--- config.mk ---
export PLATFORM = sky130hd
export DESIGN_NAME = sip_message_body_extractor_unit
export DESIGN_NICKNAME = d
export VERILOG_FILES = /design/src/sv/sme_pkg.sv /design/src/sv/sme_core.sv /design/src/sv/sme_result_fifo.sv /design/src/sv/sip_message_body_extractor_unit.sv
export SDC_FILE = /design/constraint.sdc
export NUM_CORES = 1
export LEC_CHECK = 0
export ABC_AREA = 0
export BUFFER_PORTS_ARGS = -buffer_cell sky130_fd_sc_hd__buf_2
export CORE_MARGIN = 3
export CORE_UTILIZATION = 60
export DETAILED_ROUTE_END_ITERATION = 8
export GPL_TIMING_DRIVEN = 0
export PLACE_DENSITY_LB_ADDON = 0.15
export SKIP_CTS_REPAIR_TIMING = 1
export SYNTH_ARGS = -nofsm -noshare
export SYNTH_HDL_FRONTEND = slang
export SYNTH_HIERARCHICAL = 1
export SYNTH_SLANG_ARGS = --single-unit
export TNS_END_PERCENT = 50
--- constraint.sdc ---
create_clock -name aclk -period 12.27 [get_ports aclk]
set_input_delay 0.6135 -clock aclk [delete_from_list [all_inputs] [get_ports aclk]]
set_output_delay 0.6135 -clock aclk [all_outputs]
set_load 0.01 [all_outputs]
--- src/sv/sme_pkg.sv ---
// Shared types, character codes and helper functions for the SIP message body extractor.
// Used by sme_core, sme_result_fifo and the top level; depends on nothing else.
package sme_pkg;

    localparam int SME_MAX_BODY_BYTES = 65535;

    localparam int SME_FIFO_DEPTH = 8;
    localparam int SME_PTR_W      = 3;

    localparam logic [7:0] CH_LF    = 8'h0A;
    localparam logic [7:0] CH_CR    = 8'h0D;
    localparam logic [7:0] CH_COLON = 8'h3A;
    localparam logic [7:0] CH_PLUS  = 8'h2B;
    localparam logic [7:0] CH_MINUS = 8'h2D;
    localparam logic [7:0] CH_ALT_L = 8'h6C;

    localparam logic [3:0] SME_KEY_LEN     = 4'd14;
    localparam logic [3:0] SME_KEY_ALT_LEN = 4'd1;
    localparam logic [3:0] SME_KEY_POS_MAX = 4'd15;

    localparam logic RK_BODY   = 1'b0;
    localparam logic RK_STATUS = 1'b1;

    typedef enum logic [2:0] {
        SP_NONE,
        SP_CR,
        SP_CRLF,
        SP_CRLFCR,
        SP_LF
    } sep_state_t;

    typedef enum logic [2:0] {
        LP_LEAD,
        LP_KEY,
        LP_KEY_TRAIL,
        LP_VALUE,
        LP_SKIP
    } line_phase_t;

    typedef enum logic [2:0] {
        VS_EMPTY,
        VS_SIGN,
        VS_DIGITS,
        VS_TRAIL,
        VS_BAD
    } value_state_t;

    typedef struct packed {
        logic        result_kind;
        logic [7:0]  body_byte;
        logic        header_found;
        logic        length_used;
        logic [15:0] body_length;
        logic        is_last;
    } result_t;

    typedef struct packed {
        logic [1:0] count;
        result_t    first;
        result_t    second;
    } core_out_t;

    function automatic logic sme_is_ws(input logic [7:0] b);
        return b inside {8'h20, [8'h09:8'h0D]};
    endfunction

    function automatic logic [7:0] sme_to_lower(input logic [7:0] b);
        return (b inside {[8'h41:8'h5A]}) ? b + 8'h20 : b;
    endfunction

    function automatic logic [7:0] sme_key_char(input logic [3:0] pos);
        logic [7:0] c;
        case (pos)
            4'd0:    c = 8'h63;
            4'd1:    c = 8'h6F;
            4'd2:    c = 8'h6E;
            4'd3:    c = 8'h74;
            4'd4:    c = 8'h65;
            4'd5:    c = 8'h6E;
            4'd6:    c = 8'h74;
            4'd7:    c = 8'h2D;
            4'd8:    c = 8'h6C;
            4'd9:    c = 8'h65;
            4'd10:   c = 8'h6E;
            4'd11:   c = 8'h67;
            4'd12:   c = 8'h74;
            4'd13:   c = 8'h68;
            default: c = 8'h00;
        endcase
        return c;
    endfunction

endpackage

--- src/sv/sme_core.sv ---
// Per-byte message state: separator search, header key match, length parse and body count.
// Produces up to two results per byte. Depends on sme_pkg.
module sme_core
    import sme_pkg::*;
#(
    parameter int MAX_BODY_BYTES = SME_MAX_BODY_BYTES
) (
    input  logic       aclk,
    input  logic       aresetn,
    input  logic       step,
    input  logic [7:0] in_byte,
    input  logic       in_last,
    output core_out_t  results
);

    localparam int LEN_W = $clog2(MAX_BODY_BYTES + 2);
    localparam int CNT_W = $clog2(MAX_BODY_BYTES + 1);
    localparam logic [LEN_W-1:0] MAX_L    = LEN_W'(MAX_BODY_BYTES);
    localparam logic [LEN_W-1:0] MAX_P1   = LEN_W'(MAX_BODY_BYTES + 1);
    localparam logic [LEN_W+3:0] MAX_P1_W = (LEN_W + 4)'(MAX_BODY_BYTES + 1);
    localparam logic [CNT_W-1:0] MAX_C    = CNT_W'(MAX_BODY_BYTES);

    logic             section_reg, section_next;
    sep_state_t       sep_reg, sep_next;
    line_phase_t      phase_reg, phase_next;
    logic [3:0]       kpos_reg, kpos_next;
    logic             kmis_reg, kmis_next;
    logic             amis_reg, amis_next;
    logic             taken_reg, taken_next;
    value_state_t     vstate_reg, vstate_next;
    logic             neg_reg, neg_next;
    logic [LEN_W-1:0] len_reg, len_next;
    logic [CNT_W-1:0] count_reg, count_next;

    logic             ws, dig, key_step, key_end, val_step, sep_done, emit;
    logic             key_hit, found, used;
    logic [7:0]       lc;
    logic [LEN_W+3:0] len_ext, len_x10;
    logic [31:0]      count_wide;
    result_t          body_res, status_res;

    function automatic logic length_ok(input logic tk, input value_state_t vs,
                                       input logic ng, input logic [LEN_W-1:0] lv);
        return tk && (vs == VS_DIGITS || vs == VS_TRAIL) && !(ng && lv != '0) &&
               lv <= MAX_L;
    endfunction

    always_ff @(posedge aclk) begin
        if (!aresetn) begin
            section_reg <= 1'b0;
            sep_reg     <= SP_NONE;
            phase_reg   <= LP_LEAD;
            kpos_reg    <= '0;
            kmis_reg    <= 1'b0;
            amis_reg    <= 1'b0;
            taken_reg   <= 1'b0;
            vstate_reg  <= VS_EMPTY;
            neg_reg     <= 1'b0;
            len_reg     <= '0;
            count_reg   <= '0;
        end else begin
            section_reg <= section_next;
            sep_reg     <= sep_next;
            phase_reg   <= phase_next;
            kpos_reg    <= kpos_next;
            kmis_reg    <= kmis_next;
            amis_reg    <= amis_next;
            taken_reg   <= taken_next;
            vstate_reg  <= vstate_next;
            neg_reg     <= neg_next;
            len_reg     <= len_next;
            count_reg   <= count_next;
        end
    end

    always_comb begin
        section_next = section_reg;
        sep_next     = sep_reg;
        phase_next   = phase_reg;
        kpos_next    = kpos_reg;
        kmis_next    = kmis_reg;
        amis_next    = amis_reg;
        taken_next   = taken_reg;
        vstate_next  = vstate_reg;
        neg_next     = neg_reg;
        len_next     = len_reg;
        count_next   = count_reg;
        key_step     = 1'b0;
        key_end      = 1'b0;
        val_step     = 1'b0;
        sep_done     = 1'b0;
        emit         = 1'b0;
        ws           = sme_is_ws(in_byte);
        dig          = in_byte inside {[8'h30:8'h39]};
        lc           = sme_to_lower(in_byte);
        len_ext      = (LEN_W + 4)'(len_reg);
        len_x10      = (len_ext << 3) + (len_ext << 1) + (LEN_W + 4)'(in_byte[3:0]);
        key_hit      = (kpos_reg == SME_KEY_LEN && !kmis_reg) ||
                       (kpos_reg == SME_KEY_ALT_LEN && !amis_reg);

        if (step) begin
            if (!section_reg) begin
                if (in_byte == CH_LF) begin
                    phase_next = LP_LEAD;
                    kpos_next  = '0;
                    kmis_next  = 1'b0;
                    amis_next  = 1'b0;
                end else begin
                    case (phase_reg)
                        LP_LEAD: begin
                            if (!ws) begin
                                if (in_byte == CH_COLON) begin
                                    phase_next = LP_SKIP;
                                end else begin
                                    key_step   = 1'b1;
                                    phase_next = LP_KEY;
                                end
                            end
                        end
                        LP_KEY: begin
                            if (ws) begin
                                phase_next = LP_KEY_TRAIL;
                            end else if (in_byte == CH_COLON) begin
                                key_end = 1'b1;
                            end else begin
                                key_step = 1'b1;
                            end
                        end
                        LP_KEY_TRAIL: begin
                            if (in_byte == CH_COLON) begin
                                key_end = 1'b1;
                            end else if (!ws) begin
                                phase_next = LP_SKIP;
                            end
                        end
                        LP_VALUE: val_step = 1'b1;
                        default: ;
                    endcase
                end

                if (key_step) begin
                    if (kpos_reg >= SME_KEY_LEN || lc != sme_key_char(kpos_reg)) begin
                        kmis_next = 1'b1;
                    end
                    if (kpos_reg != '0 || lc != CH_ALT_L) begin
                        amis_next = 1'b1;
                    end
                    if (kpos_reg < SME_KEY_POS_MAX) begin
                        kpos_next = kpos_reg + 4'd1;
                    end
                end

                if (key_end) begin
                    if (key_hit && !taken_reg) begin
                        taken_next = 1'b1;
                        phase_next = LP_VALUE;
                    end else begin
                        phase_next = LP_SKIP;
                    end
                end

                if (val_step) begin
                    case (vstate_reg)
                        VS_EMPTY: begin
                            if (!ws) begin
                                if (in_byte == CH_PLUS || in_byte == CH_MINUS) begin
                                    neg_next    = (in_byte == CH_MINUS);
                                    vstate_next = VS_SIGN;
                                end else if (dig) begin
                                    vstate_next = VS_DIGITS;
                                    len_next    = LEN_W'(in_byte[3:0]);
                                end else begin
                                    vstate_next = VS_BAD;
                                end
                            end
                        end
                        VS_SIGN, VS_DIGITS: begin
                            if (dig) begin
                                if (len_reg > MAX_L || len_x10 > MAX_P1_W) begin
                                    len_next = MAX_P1;
                                end else begin
                                    len_next = len_x10[LEN_W-1:0];
                                end
                                vstate_next = VS_DIGITS;
                            end else if (ws && vstate_reg == VS_DIGITS) begin
                                vstate_next = VS_TRAIL;
                            end else begin
                                vstate_next = VS_BAD;
                            end
                        end
                        VS_TRAIL: begin
                            if (!ws) begin
                                vstate_next = VS_BAD;
                            end
                        end
                        default: ;
                    endcase
                end

                if (in_byte == CH_LF) begin
                    if (sep_reg inside {SP_CRLF, SP_CRLFCR, SP_LF}) begin
                        sep_done = 1'b1;
                    end else begin
                        sep_next = (sep_reg == SP_CR) ? SP_CRLF : SP_LF;
                    end
                end else if (in_byte == CH_CR) begin
                    sep_next = (sep_reg == SP_CRLF) ? SP_CRLFCR : SP_CR;
                end else begin
                    sep_next = SP_NONE;
                end

                if (sep_done) begin
                    section_next = 1'b1;
                end
            end else begin
                if (!(length_ok(taken_reg, vstate_reg, neg_reg, len_reg) &&
                      LEN_W'(count_reg) >= len_reg)) begin
                    emit = 1'b1;
                    if (count_reg < MAX_C) begin
                        count_next = count_reg + CNT_W'(1);
                    end
                end
            end
        end

        found      = section_next;
        used       = found && length_ok(taken_next, vstate_next, neg_next, len_next) &&
                     LEN_W'(count_next) == len_next;
        count_wide = 32'(count_next);

        body_res              = '0;
        body_res.result_kind  = RK_BODY;
        body_res.body_byte    = in_byte;

        status_res              = '0;
        status_res.result_kind  = RK_STATUS;
        status_res.header_found = found;
        status_res.length_used  = used;
        status_res.body_length  = count_wide[15:0];
        status_res.is_last      = 1'b1;

        results = '0;
        if (emit) begin
            results.first = body_res;
            results.count = 2'd1;
        end
        if (step && in_last) begin
            if (emit) begin
                results.second = status_res;
                results.count  = 2'd2;
            end else begin
                results.first = status_res;
                results.count = 2'd1;
            end
            section_next = 1'b0;
            sep_next     = SP_NONE;
            phase_next   = LP_LEAD;
            kpos_next    = '0;
            kmis_next    = 1'b0;
            amis_next    = 1'b0;
            taken_next   = 1'b0;
            vstate_next  = VS_EMPTY;
            neg_next     = 1'b0;
            len_next     = '0;
            count_next   = '0;
        end
    end

    a_two_results_order: assert property (@(posedge aclk) disable iff (!aresetn)
        results.count == 2'd2 |->
            results.first.result_kind == RK_BODY && results.second.result_kind == RK_STATUS)
        else $error("second result of a byte is not a status result");

    a_clear_after_last: assert property (@(posedge aclk) disable iff (!aresetn)
        step && in_last |=> !section_reg && count_reg == '0 && !taken_reg)
        else $error("message state not cleared after closing byte");

    a_no_result_when_idle: assert property (@(posedge aclk) disable iff (!aresetn)
        !step |-> results.count == 2'd0)
        else $error("result produced without an input byte");

    a_length_bounded: assert property (@(posedge aclk) disable iff (!aresetn)
        len_reg <= MAX_P1)
        else $error("parsed length exceeds its saturation mark");

endmodule

--- src/sv/sme_result_fifo.sv ---
// Result queue: takes up to two results per cycle and hands out one per transfer.
// Depends on sme_pkg.
module sme_result_fifo
    import sme_pkg::*;
(
    input  logic                 aclk,
    input  logic                 aresetn,
    input  core_out_t            push,
    output logic                 out_valid,
    input  logic                 out_ready,
    output result_t              out_data,
    output logic [SME_PTR_W:0]   level
);

    result_t                mem [SME_FIFO_DEPTH];
    logic [SME_PTR_W-1:0]   wr_ptr_reg, wr_ptr_next;
    logic [SME_PTR_W-1:0]   rd_ptr_reg, rd_ptr_next;
    logic [SME_PTR_W:0]     count_reg, count_next;
    logic                   pop;

    always_comb begin
        pop         = out_valid && out_ready;
        wr_ptr_next = wr_ptr_reg + SME_PTR_W'(push.count);
        rd_ptr_next = rd_ptr_reg + SME_PTR_W'(pop);
        count_next  = count_reg + (SME_PTR_W + 1)'(push.count) - (SME_PTR_W + 1)'(pop);
    end

    always_ff @(posedge aclk) begin
        if (!aresetn) begin
            wr_ptr_reg <= '0;
            rd_ptr_reg <= '0;
            count_reg  <= '0;
        end else begin
            wr_ptr_reg <= wr_ptr_next;
            rd_ptr_reg <= rd_ptr_next;
            count_reg  <= count_next;
        end
    end

    always_ff @(posedge aclk) begin
        if (push.count != 2'd0) begin
            mem[wr_ptr_reg] <= push.first;
        end
        if (push.count == 2'd2) begin
            mem[wr_ptr_reg + SME_PTR_W'(1)] <= push.second;
        end
    end

    assign out_valid = count_reg != '0;
    assign out_data  = mem[rd_ptr_reg];
    assign level     = count_reg;

    a_no_overflow: assert property (@(posedge aclk) disable iff (!aresetn)
        count_reg + (SME_PTR_W + 1)'(push.count) <= (SME_PTR_W + 1)'(SME_FIFO_DEPTH))
        else $error("result queue overflow");

    a_level_tracks: assert property (@(posedge aclk) disable iff (!aresetn)
        push.count == 2'd0 && !pop |=> $stable(count_reg))
        else $error("queue level moved without a push or a transfer");

endmodule

--- src/sv/sip_message_body_extractor_unit.sv ---
// Each accepted byte transfer is registered in the input stage and then processed by sme_core;
// its results go into the result queue and are offered on the master side, one result per transfer.
// Throughput: one byte per cycle; a closing byte that also yields a body byte gives two
// results, and s_axis_tready drops while more than four results wait in the queue.
// Reset: aresetn is synchronous, active low, and clears the message state, the input
// stage valid flag and the result queue pointers and level.
module sip_message_body_extractor_unit
    import sme_pkg::*;
#(
    parameter int MAX_BODY_BYTES = SME_MAX_BODY_BYTES
) (
    input  logic        aclk,
    input  logic        aresetn,
    input  logic        s_axis_tvalid,
    output logic        s_axis_tready,
    input  logic [7:0]  s_axis_tdata,   // [7:0] message_byte
    input  logic        s_axis_tlast,   // end_of_message
    output logic        m_axis_tvalid,
    input  logic        m_axis_tready,
    output logic [31:0] m_axis_tdata,   // [7:0] body_byte, [8] header_found,
                                        // [9] length_used, [25:10] body_length, [31:26] zero
    output logic        m_axis_tuser,   // result_kind
    output logic        m_axis_tlast    // is_last
);

    logic               in_valid_reg;
    logic [7:0]         in_byte_reg;
    logic               in_last_reg;
    logic               accept;
    core_out_t          core_results;
    result_t            head;
    logic [SME_PTR_W:0] level;

    assign s_axis_tready = level <= (SME_PTR_W + 1)'(SME_FIFO_DEPTH - 4);
    assign accept        = s_axis_tvalid && s_axis_tready;

    always_ff @(posedge aclk) begin
        if (!aresetn) begin
            in_valid_reg <= 1'b0;
        end else begin
            in_valid_reg <= accept;
        end
    end

    always_ff @(posedge aclk) begin
        if (accept) begin
            in_byte_reg <= s_axis_tdata;
            in_last_reg <= s_axis_tlast;
        end
    end

    sme_core #(
        .MAX_BODY_BYTES(MAX_BODY_BYTES)
    ) u_core (
        .aclk    (aclk),
        .aresetn (aresetn),
        .step    (in_valid_reg),
        .in_byte (in_byte_reg),
        .in_last (in_last_reg),
        .results (core_results)
    );

    sme_result_fifo u_fifo (
        .aclk      (aclk),
        .aresetn   (aresetn),
        .push      (core_results),
        .out_valid (m_axis_tvalid),
        .out_ready (m_axis_tready),
        .out_data  (head),
        .level     (level)
    );

    assign m_axis_tdata = {6'b0, head.body_length, head.length_used, head.header_found,
                           head.body_byte};
    assign m_axis_tuser = head.result_kind;
    assign m_axis_tlast = head.is_last;

endmodule

==> results.py, run 1 <==
metrics = {
    "outcome": {
        "status": "finished clean",
    },
    "logic_synthesis": {
        "synth_top_family_by_area": "multiplexers",
        "synth_seq_area_share": 0.464,
        "synth-adder-area-share": 0.0558,
        "synthTopCellsByArea": "edfxtp_1 (39%), mux2_2 (16%), dfxtp_1 (7.7%)",
        "synth_seq_cells": 302,
        "ys_warn_count": 6,
        "synthDominantCellAreaShare": 0.388,
        "synth_cell_types": 87,
        "syn_area_sq_um": 18000,
        "avgSynthCellArea_sq_um": 12.3,
        "yosys.area_share.xor_xnor": 0.0264,
        "synth_flop_cell": "edfxtp_1",
        "synth_edf_count": 233,
        "synthArstFlopShare": 0,
        "synth-compound-area-share": 0.0757,
        "synthCells": 1469,
        "yosys.area.top_type": "edfxtp_1",
        "synth.mux.area_fraction": 0.234,
        "synth-simple-area-share": 0.0997,
    },
    "clock_tree": {
        "cts_buffer_depth": 3,
        "cts_buffers": 34,
        "clkLatencyLatePin_ps": 510,
        "cts_tree": "yes",
        "clk_pin_slew_ps": 60,
        "root_buffer": "clkbuf_16",
        "htree_num_levels": 2,
        "cts.sinks": 302,
    },
    "timing": {
        "max_slew_margin": 0.133,
        "maxSlewViolCount": 0,
        "fin_crit_sh": 0.515,
        "tns_ps": 0,
        "fmax_mhz": 158,
        "hold_violations": 0,
        "finalSetupViolations": 0,
        "rsz0062_at_grt": "no",
        "fin_hold_ws_ps": 272,
        "clock_skew_ps": 24.0,
        "tightest_slew_ps": 1290,
        "post-route-min-period_ps": 6320,
    },
    "min_path": {
        "holdCritStartpoint": "s_axis_tlast",
        "hold_depth": 1,
        "hold_class": "in -> reg",
    },
    "cells_and_area": {
        "num-fill-cells": 2140,
        "mostFrequentLayoutCells": "mux2_2 (253), edfxtp_1 (233), nor2_1 (118), ha_1 (74), nand2_1 (73)",
        "seq_area_sq_um": 8380,
        "syn2layout_area_growth_pct": 11.6,
        "largest_register_ffs": 224,
        "antennaDiodeCount": 0,
        "drive_gt1_frac": 0.312,
        "final_cells": 1973,
        "finish.net_count": 1660,
        "layout_commonest_cell": "mux2_2",
        "multiInputGateArea_sq_um": 9030,
    },
    "placement": {
        "gp_congestion": 0.923,
        "hpwl_microns": 31100,
        "dp_cells": 1917,
        "io_buffers": 42,
    },
    "floorplan": {
        "coreArea_sq_um": 29200,
        "initial_core_util": 0.619,
        "die_area_sq_um": 32200,
        "num_rows": 62,
        "die_x_microns": 179,
        "die_h_microns": 179,
        "io_pins": 49,
    },
    "global_routing": {
        "grt_max_degree": 22,
        "grt_usage": 0.277,
        "grt-ovfl-total": 0,
        "antenna_found_initial": 0,
        "grt_pass1_vias": 12649,
        "grt_pass1_wl_microns": 71100,
    },
    "critical_path": {
        "endpoint_kind": "register",
        "reg2reg_depth": 17,
        "worstSetupStartpointType": "register",
        "critPathKind": "reg -> reg",
        "crit_start": "in_byte_reg[3]$_DFFE_PP_",
        "cp_common_cell": "inv_1",
        "cp_slowest_cell": "a2111oi_1",
        "cp_max_fo": 10,
        "critical-path-max-stage-delay_ps": 910,
        "worstPathArrival_ps": 6690,
        "cp.required_ps": 12650,
        "worstReg2RegStart": "in_byte_reg[3]$_DFFE_PP_",
        "worstPathCellList": "clkbuf_1 -> inv_1 -> fa_1 -> inv_1 -> ha_1 -> a211oi_1 -> o21ai_1 -> a2111o_1 -> a31oi_1 -> o2111ai_1 -> nor3_2 -> a22oi_1 -> xnor2_1 -> nand3_1 -> a2111oi_1 -> and3_1 -> mux2_2",
    },
    "drt": {
        "routedWlPerCell_microns": 23.1,
        "dr.pass1.iters": 6,
        "ant_nets": 0,
        "vias_per_cell": 6.39,
        "wl_microns": 45600,
        "drc": 0,
        "drt_iter0_drc": 1165,
        "vias": 12601,
    },
    "power": {
        "ir_worst_vdd_uv": 106,
        "leakagePower_nw": 7.76,
        "powerDensity_nw_per_um2": 126,
    },
    "run": {
        "cap_violations": 0,
    },
}
-- stage by stage --
| step | area (sq um) | utilization | worst slack [ps] | total power, mW |
|---|---|---|---|---|
| after floorplan | 18100 | - | 7300 | 1.46 |
| after global placement | 18800 | 0.644 | 4290 | 1.59 |
| after detailed placement | 19100 | 0.654 | 6170 | 1.60 |
| after CTS | 20100 | 0.690 | 6120 | 2.55 |
| after global routing | 20100 | 0.690 | 5640 | 2.63 |
| final | 20100 | 0.690 | 5950 | 2.54 |
-- metal layers --
metal,vias to the layer above,wire [microns],global-route usage
met5,-,0,0
met3,96,2960,0.0374
met4,0,1480,0.0944
li1,5745,-,-
met1,6236,18800,0.369
met2,524,22300,0.472
-- kinds of logic (layout without fill, tap and decap cells) --
| kind of cell | Yosys count | in the layout |
|---|---|---|
| simple gates | 355 | 355 |
| mux | 321 | 321 |
| flops | 302 | 302 |
| compound gates | 204 | 204 |
| buf+inv | 156 | 264 |
| fa+ha+maj | 78 | 78 |
| xor+xnor | 51 | 51 |
| other cells | 2 | 14 |
-- Yosys cell counts (17+ instances only) --
| cell type | n |
|---|---|
| clkbuf_1 | 36 |
| o21ai_0 | 34 |
| mux4_2 | 56 |
| inv_1 | 60 |
| edfxtp_1 | 233 |
| xnor2_1 | 27 |
| nand2_1 | 73 |
| ha_1 | 74 |
| xor2_1 | 20 |
| and2_1 | 21 |
| mux2_2 | 253 |
| buf_2 | 22 |
| nand3_1 | 31 |
| nor2_1 | 118 |
| nand4_1 | 17 |
| dfxtp_1 | 69 |
| buf_4 | 24 |
| a21oi_1 | 60 |
-- report_power, final --
part	leakage, nW	total, mW	switching [mW]	internal (mW)
combinational	4.47	0.430	0.234	0.196
sequential	2.78	1.15	0.0245	1.12
clock	0.509	0.959	0.390	0.569
total	7.76	2.54	0.649	1.89
-- worst paths after layout --
path                                                     end  slack (ps)
worst max-delay path             u_fifo/mem[1][17]$_DFFE_PP_        5950
worst min-delay path                   in_last_reg$_DFFE_PP_         270
worst max register to register   u_fifo/mem[1][17]$_DFFE_PP_        5950
worst min register to register  u_core/kmis_reg$_SDFFE_PP0P_         490
-- worst max-delay path, delay by kind of cell, from the launching register on --
family,cells,cell delay [ps]
flip-flops,1,400
AND/OR/NAND/NOR,3,1070
XOR/XNOR,1,230
buffers and inverters,3,640
multiplexers,1,210
AO/OA/AOI/OAI,7,2690
adder cells (fa/ha/maj),2,940
-- cell type report --
class	instances	area share
sequential	302	0.416
clock inverter	8	0.00392
multi-input combinational	1023	0.449
inverter	61	0.0114
tap	384	0.0239
timing repair buffer	52	0.0208
clock buffer	48	0.0479
buffer	95	0.0274
(Power assumes the default switching activity.)
==> inputs of run 2 (changes only) <==
==> constraint.sdc (replaced) <==
create_clock -name aclk -period 6.6 [get_ports aclk]
set_input_delay 0.33 -clock aclk [delete_from_list [all_inputs] [get_ports aclk]]
set_output_delay 0.33 -clock aclk [all_outputs]
set_load 0.01 [all_outputs]
==> run 2 against run 1 <==
Against the previous run:
- sequential cell count did not move
- critical path depth did not move
- sequential power rose by 85%
- wire length rose by 0.28%
- count of clock-buffer cells in the layout did not move
- die area did not move
- via count rose by 0.43%
- register-to-register slack got worse by 5600 ps
- utilization rose by 0.33 points
- non-clock buffer count rose by 9
- largest power group unchanged
- final area rose by 0.47%
- total power rose by 86%
==> results.py, run 2 (same netlist as run 1, synthesis figures left out) <==
metrics = {
    "critical_path": {
        "crit_end": "u_fifo/mem[1][17]$_DFFE_PP_",
        "worstPathArrival_ps": 6660,
        "r2r_setup_slack_ps": 320,
        "cp_max_fo": 10,
        "worstPathCellList": "clkbuf_1 -> inv_1 -> fa_1 -> inv_1 -> ha_1 -> a211oi_1 -> o21ai_1 -> a2111o_1 -> a31oi_1 -> o2111ai_1 -> nor3_2 -> a22oi_1 -> xnor2_1 -> nand4_1 -> nor4_1 -> and3b_1 -> mux2_2",
        "cp_common_cell": "inv_1",
        "worstReg2RegStart": "in_byte_reg[3]$_DFFE_PP_",
        "timing.rr.end": "u_fifo/mem[1][17]$_DFFE_PP_",
        "crit_start": "in_byte_reg[3]$_DFFE_PP_",
        "critical-path-max-stage-delay_ps": 880,
        "cp_slowest_cell": "nor4_1",
        "cp.required_ps": 6980,
        "endpoint_kind": "register",
        "reg2reg_depth": 17,
        "worstSetupStartpointType": "register",
        "critPathKind": "reg -> reg",
    },
    "clock_tree": {
        "cts_buffers": 34,
        "clk_pin_slew_ps": 50,
        "cts.sinks": 302,
        "cts_tree": "yes",
        "root_buffer": "clkbuf_16",
        "htree_num_levels": 2,
        "cts_buffer_depth": 3,
        "clkLatencyLatePin_ps": 510,
    },
    "cells_and_area": {
        "drive_gt1_frac": 0.311,
        "mostFrequentLayoutCells": "mux2_2 (253), edfxtp_1 (233), nor2_1 (118), ha_1 (74), nand2_1 (73)",
        "antennaDiodeCount": 0,
        "layout_commonest_cell": "mux2_2",
        "design_area_sq_um": 20200,
        "syn2layout_area_growth_pct": 12.1,
        "largest_register_ffs": 224,
        "fin_util": 0.693,
        "finish.net_count": 1669,
    },
    "timing": {
        "post-route-min-period_ps": 6280,
        "rsz0062_at_grt": "no",
        "max_slew_margin": 0.135,
        "tightest_slew_ps": 1280,
        "fin_crit_sh": 0.951,
        "hold_violations": 0,
        "worst_slack_ps": 321,
        "fmax_mhz": 159,
        "maxSlewViolCount": 0,
        "fin_hold_ws_ps": 75.7,
        "clock_skew_ps": 25.1,
        "finalSetupViolations": 0,
    },
    "drt": {
        "drt_iter0_drc": 1106,
        "wl_microns": 45800,
        "ant_nets": 0,
        "vias_per_cell": 6.38,
        "dr.pass1.iters": 5,
        "routedWlPerCell_microns": 23.1,
        "vias": 12655,
        "drc": 0,
    },
    "power": {
        "finalPower_mw": 4.72,
        "p_sw_frac": 0.256,
        "p_seq_frac": 0.452,
        "cell_internal_pwr_mw": 3.51,
        "pwr-share-clk": 0.378,
        "p_sw_mw": 1.21,
        "leakagePower_nw": 7.80,
        "powerDensity_nw_per_um2": 234,
        "comb_power_share": 0.170,
        "ir_worst_vdd_uv": 197,
    },
    "placement": {
        "place_ws_ps": 505,
        "gp_congestion": 0.923,
        "hpwl_microns": 31100,
        "placedInstanceArea_sq_um": 19100,
        "io_buffers": 42,
    },
    "floorplan": {
        "coreArea_sq_um": 29200,
        "die_area_sq_um": 32200,
        "die_x_microns": 179,
        "io_pins": 49,
        "initial_core_util": 0.619,
        "die_h_microns": 179,
        "num_rows": 62,
    },
    "global_routing": {
        "grt_usage": 0.277,
        "grt_max_degree": 22,
        "grt-ovfl-total": 0,
        "grt_pass1_wl_microns": 71100,
        "antenna_found_initial": 0,
        "grt_pass1_vias": 12649,
    },
    "run": {
        "cap_violations": 0,
    },
    "outcome": {
        "status": "finished clean",
    },
    "min_path": {
        "hold_class": "in -> reg",
    },
}
-- run 2: power by group through the flow --
stage               logic, mW  registers [mW]  clock network (mW)
floorplan               0.559            2.16                   0
global placement        0.775            2.18                   0
detailed placement      0.795            2.17                   0
CTS                     0.802            2.13                1.81
global route            0.872            2.14                1.89
finish                  0.804            2.13                1.78
-- run 2: routing by layer --
layer	up-vias	share of wire	wire, microns	track usage
met5	-	0	0	0
met4	0	0.031	1440	0.0944
met3	92	0.070	3190	0.0374
met2	535	0.49	22600	0.472
met1	6273	0.41	18500	0.369
li1	5755	-	-	-
-- run 2: layout make-up --
| class | instances | area (sq um) |
|---|---|---|
| clock buffer | 48 | 965 |
| clock inverter | 8 | 78.8 |
| timing repair buffer | 61 | 508 |
| inverter | 61 | 229 |
| multi-input combinational | 1023 | 9030 |
| fill | 2127 | 8940 |
| tap | 384 | 480 |
| sequential | 302 | 8380 |
| buffer | 95 | 551 |
-- run 2: worst max-delay path, delay by kind of cell, from the launching register on --
family                   cells  cell delay, ps
flip-flops                   1             400
AND/OR/NAND/NOR              4            1950
adder cells (fa/ha/maj)      2             940
multiplexers                 1             210
AO/OA/AOI/OAI                6            1810
XOR/XNOR                     1             200
buffers and inverters        3             630
-- run 2: how the worst min path moves through the flow --
stage	startpoint	end	slack [ps]	depth (start not counted)
3_5_place_dp	u_core/amis_reg$_SDFFE_PP0P_	u_core/amis_reg$_SDFFE_PP0P_	480	2
3_3_place_gp	u_core/amis_reg$_SDFFE_PP0P_	u_core/amis_reg$_SDFFE_PP0P_	480	2
4_1_cts	s_axis_tlast	in_last_reg$_DFFE_PP_	-30	1
2_1_floorplan	s_axis_tdata[0]	in_byte_reg[0]$_DFFE_PP_	430	0
5_1_grt	s_axis_tvalid	in_valid_reg$_SDFF_PN0_	70	3
6_report	s_axis_tvalid	in_valid_reg$_SDFF_PN0_	80	3
-- run 2: through the flow --
| step | std cells | setup TNS, ps |
|---|---|---|
| 5_1_grt | 1982 | 0 |
| 2_1_floorplan | 1481 | 0 |
| 4_1_cts | 1973 | 0 |
| 3_3_place_gp | 1907 | -182750 |
| 6_report | 1982 | 0 |
| 3_5_place_dp | 1917 | 0 |
==> inputs of run 3 (changes only) <==
--- a/config.mk
+++ b/config.mk
@@ -11,7 +11,7 @@
 export CORE_UTILIZATION = 60
 export DETAILED_ROUTE_END_ITERATION = 8
 export GPL_TIMING_DRIVEN = 0
-export PLACE_DENSITY_LB_ADDON = 0.15
+export PLACE_DENSITY = 0.81
 export SKIP_CTS_REPAIR_TIMING = 1
 export SYNTH_ARGS = -nofsm -noshare
 export SYNTH_HDL_FRONTEND = slang
==> run 3 against run 2 <==
Against the previous run:
- critical path type unchanged
- largest cell class unchanged
- clock power hardly changed
- largest power group unchanged
- total power is 0.28% lower
- non-clock buffer count stayed put
==> results.py, run 3 (same netlist as run 1, synthesis figures left out) <==
metrics = {
    "outcome": {
        "status": "finished clean",
    },
    "cells_and_area": {
        "antennaDiodeCount": 0,
        "design_area_sq_um": 20200,
        "drive_gt1_frac": 0.312,
        "mostFrequentLayoutCells": "mux2_2 (253), edfxtp_1 (233), nor2_1 (118), ha_1 (74), nand2_1 (73)",
        "syn2layout_area_growth_pct": 12.1,
        "largest_register_ffs": 224,
        "finish.net_count": 1666,
        "layout_commonest_cell": "mux2_2",
    },
    "placement": {
        "hpwl_microns": 31200,
        "gp_congestion": 0.891,
        "io_buffers": 42,
        "placedInstanceArea_sq_um": 19100,
    },
    "global_routing": {
        "top_usage_layer": "met2",
        "grt-ovfl-total": 0,
        "use_met3": 0.0437,
        "grt_usage": 0.283,
        "antenna_found_initial": 0,
        "gr-usage-met1": 0.385,
        "grt_pass1_wl_microns": 72800,
        "grt_util_met2": 0.471,
        "grt_pass1_vias": 12993,
        "grt_max_degree": 21,
    },
    "critical_path": {
        "timing.rr.end": "u_fifo/mem[3][17]$_DFFE_PP_",
        "cp_slowest_cell": "fa_1",
        "worstReg2RegStart": "in_byte_reg[3]$_DFFE_PP_",
        "r2r_setup_slack_ps": 400,
        "worstSetupStartpointType": "register",
        "crit_family": "compound AO/OA/AOI/OAI gates",
        "endpoint_kind": "register",
        "crit_start": "in_byte_reg[3]$_DFFE_PP_",
        "cp_max_fo": 10,
        "cp_common_cell": "inv_1",
        "cp.required_ps": 7060,
        "worstPathCellList": "clkbuf_1 -> inv_1 -> fa_1 -> inv_1 -> ha_1 -> a211oi_1 -> o21ai_1 -> a2111o_1 -> a31oi_1 -> o2111ai_1 -> nor3_2 -> a22oi_1 -> xnor2_1 -> nand4_1 -> nor4_1 -> and3_1 -> mux2_2",
        "critical_path_buf_inv_count": 3,
        "reg2reg_depth": 17,
        "critPathKind": "reg -> reg",
        "critical-path-max-stage-delay_ps": 650,
        "worstPathArrival_ps": 6660,
    },
    "power": {
        "finalPower_mw": 4.71,
        "ir_worst_vdd_uv": 212,
        "leakagePower_nw": 7.79,
        "powerDensity_nw_per_um2": 233,
    },
    "clock_tree": {
        "htree_num_levels": 1,
        "root_buffer": "clkbuf_16",
        "clk_pin_slew_ps": 70,
        "cts_tree": "yes",
        "cts_buffer_depth": 3,
        "clkLatencyLatePin_ps": 590,
        "cts_buffers": 31,
        "cts.sinks": 302,
    },
    "floorplan": {
        "die_h_microns": 179,
        "coreArea_sq_um": 29200,
        "num_rows": 62,
        "io_pins": 49,
        "die_x_microns": 179,
        "die_area_sq_um": 32200,
        "initial_core_util": 0.619,
    },
    "timing": {
        "post-route-min-period_ps": 6200,
        "clock_skew_ps": 34.6,
        "fmax_mhz": 161,
        "maxSlewViolCount": 0,
        "hold_violations": 0,
        "fin_crit_sh": 0.939,
        "rsz0062_at_grt": "no",
        "tightest_slew_ps": 1220,
        "finalSetupViolations": 0,
        "max_slew_margin": 0.180,
    },
    "run": {
        "cap_violations": 0,
    },
    "drt": {
        "vias_per_cell": 6.48,
        "dr.pass1.iters": 6,
        "ant_nets": 0,
        "drt_iter0_drc": 1428,
        "vias": 12858,
        "routedWlPerCell_microns": 23.4,
        "wl_microns": 46500,
        "drc": 0,
    },
    "min_path": {
        "holdCritStartpoint": "s_axis_tvalid",
        "hold_end": "in_valid_reg$_SDFF_PN0_",
        "hold_depth": 3,
        "hold_class": "in -> reg",
    },
}
-- run 3: how the worst max path moves through the flow --
| stage | cells past startpoint | end | slack (ps) |
|---|---|---|---|
| CTS | 17 | u_fifo/mem[1][17]$_DFFE_PP_ | 460 |
| floorplan | 11 | u_fifo/mem[1][0]$_DFFE_PP_ | 1630 |
| global placement | 14 | u_fifo/mem[0][11]$_DFFE_PP_ | -1140 |
| global route | 17 | u_fifo/mem[5][17]$_DFFE_PP_ | 10 |
| finish | 17 | u_fifo/mem[3][17]$_DFFE_PP_ | 400 |
| detailed placement | 17 | u_fifo/mem[0][17]$_DFFE_PP_ | 390 |
-- run 3: layout make-up --
class	instances	area, sq um
inverters	61	229
clock buffers	36	795
flip-flops and latches	302	8380
clock inverters	22	220
multi-input cells	1023	9030
well taps	384	480
plain buffers	95	551
repair buffers	61	533
fillers	2019	8950
-- run 3: metrics by stage --
stage / hold slack [ps] / setup TNS [ps] / setup WS (ps) / utilization / instances
after floorplan: 429 / 0 / 1630 / - / 1481
after global placement: 475 / -168780 / -1140 / 0.644 / 1907
after detailed placement: 490 / 0 / 394 / 0.655 / 1917
after CTS: -71.7 / 0 / 464 / 0.690 / 1975
after global routing: 35.6 / 0 / 14.4 / 0.693 / 1984
final: 39.5 / 0 / 403 / 0.693 / 1984
-- run 3: power by group --
group,internal [mW],switching (mW)
Sequential,2.09,0.0470
Clock,1.02,0.745
Combinational,0.369,0.443
Total,3.47,1.23
-- run 3: layer usage --
metal / vias to the layer above / wire, microns / share of wire
met5: - / 0 / 0
met4: 0 / 1540 / 0.033
met3: 127 / 3720 / 0.080
met2: 634 / 22600 / 0.49
met1: 6328 / 18700 / 0.40
li1: 5769 / - / -
-- run 3: worst min-delay path, cell delays in order --
cell and delay, ps:
buf_2 110, nand2_1 70, nor3_2 40
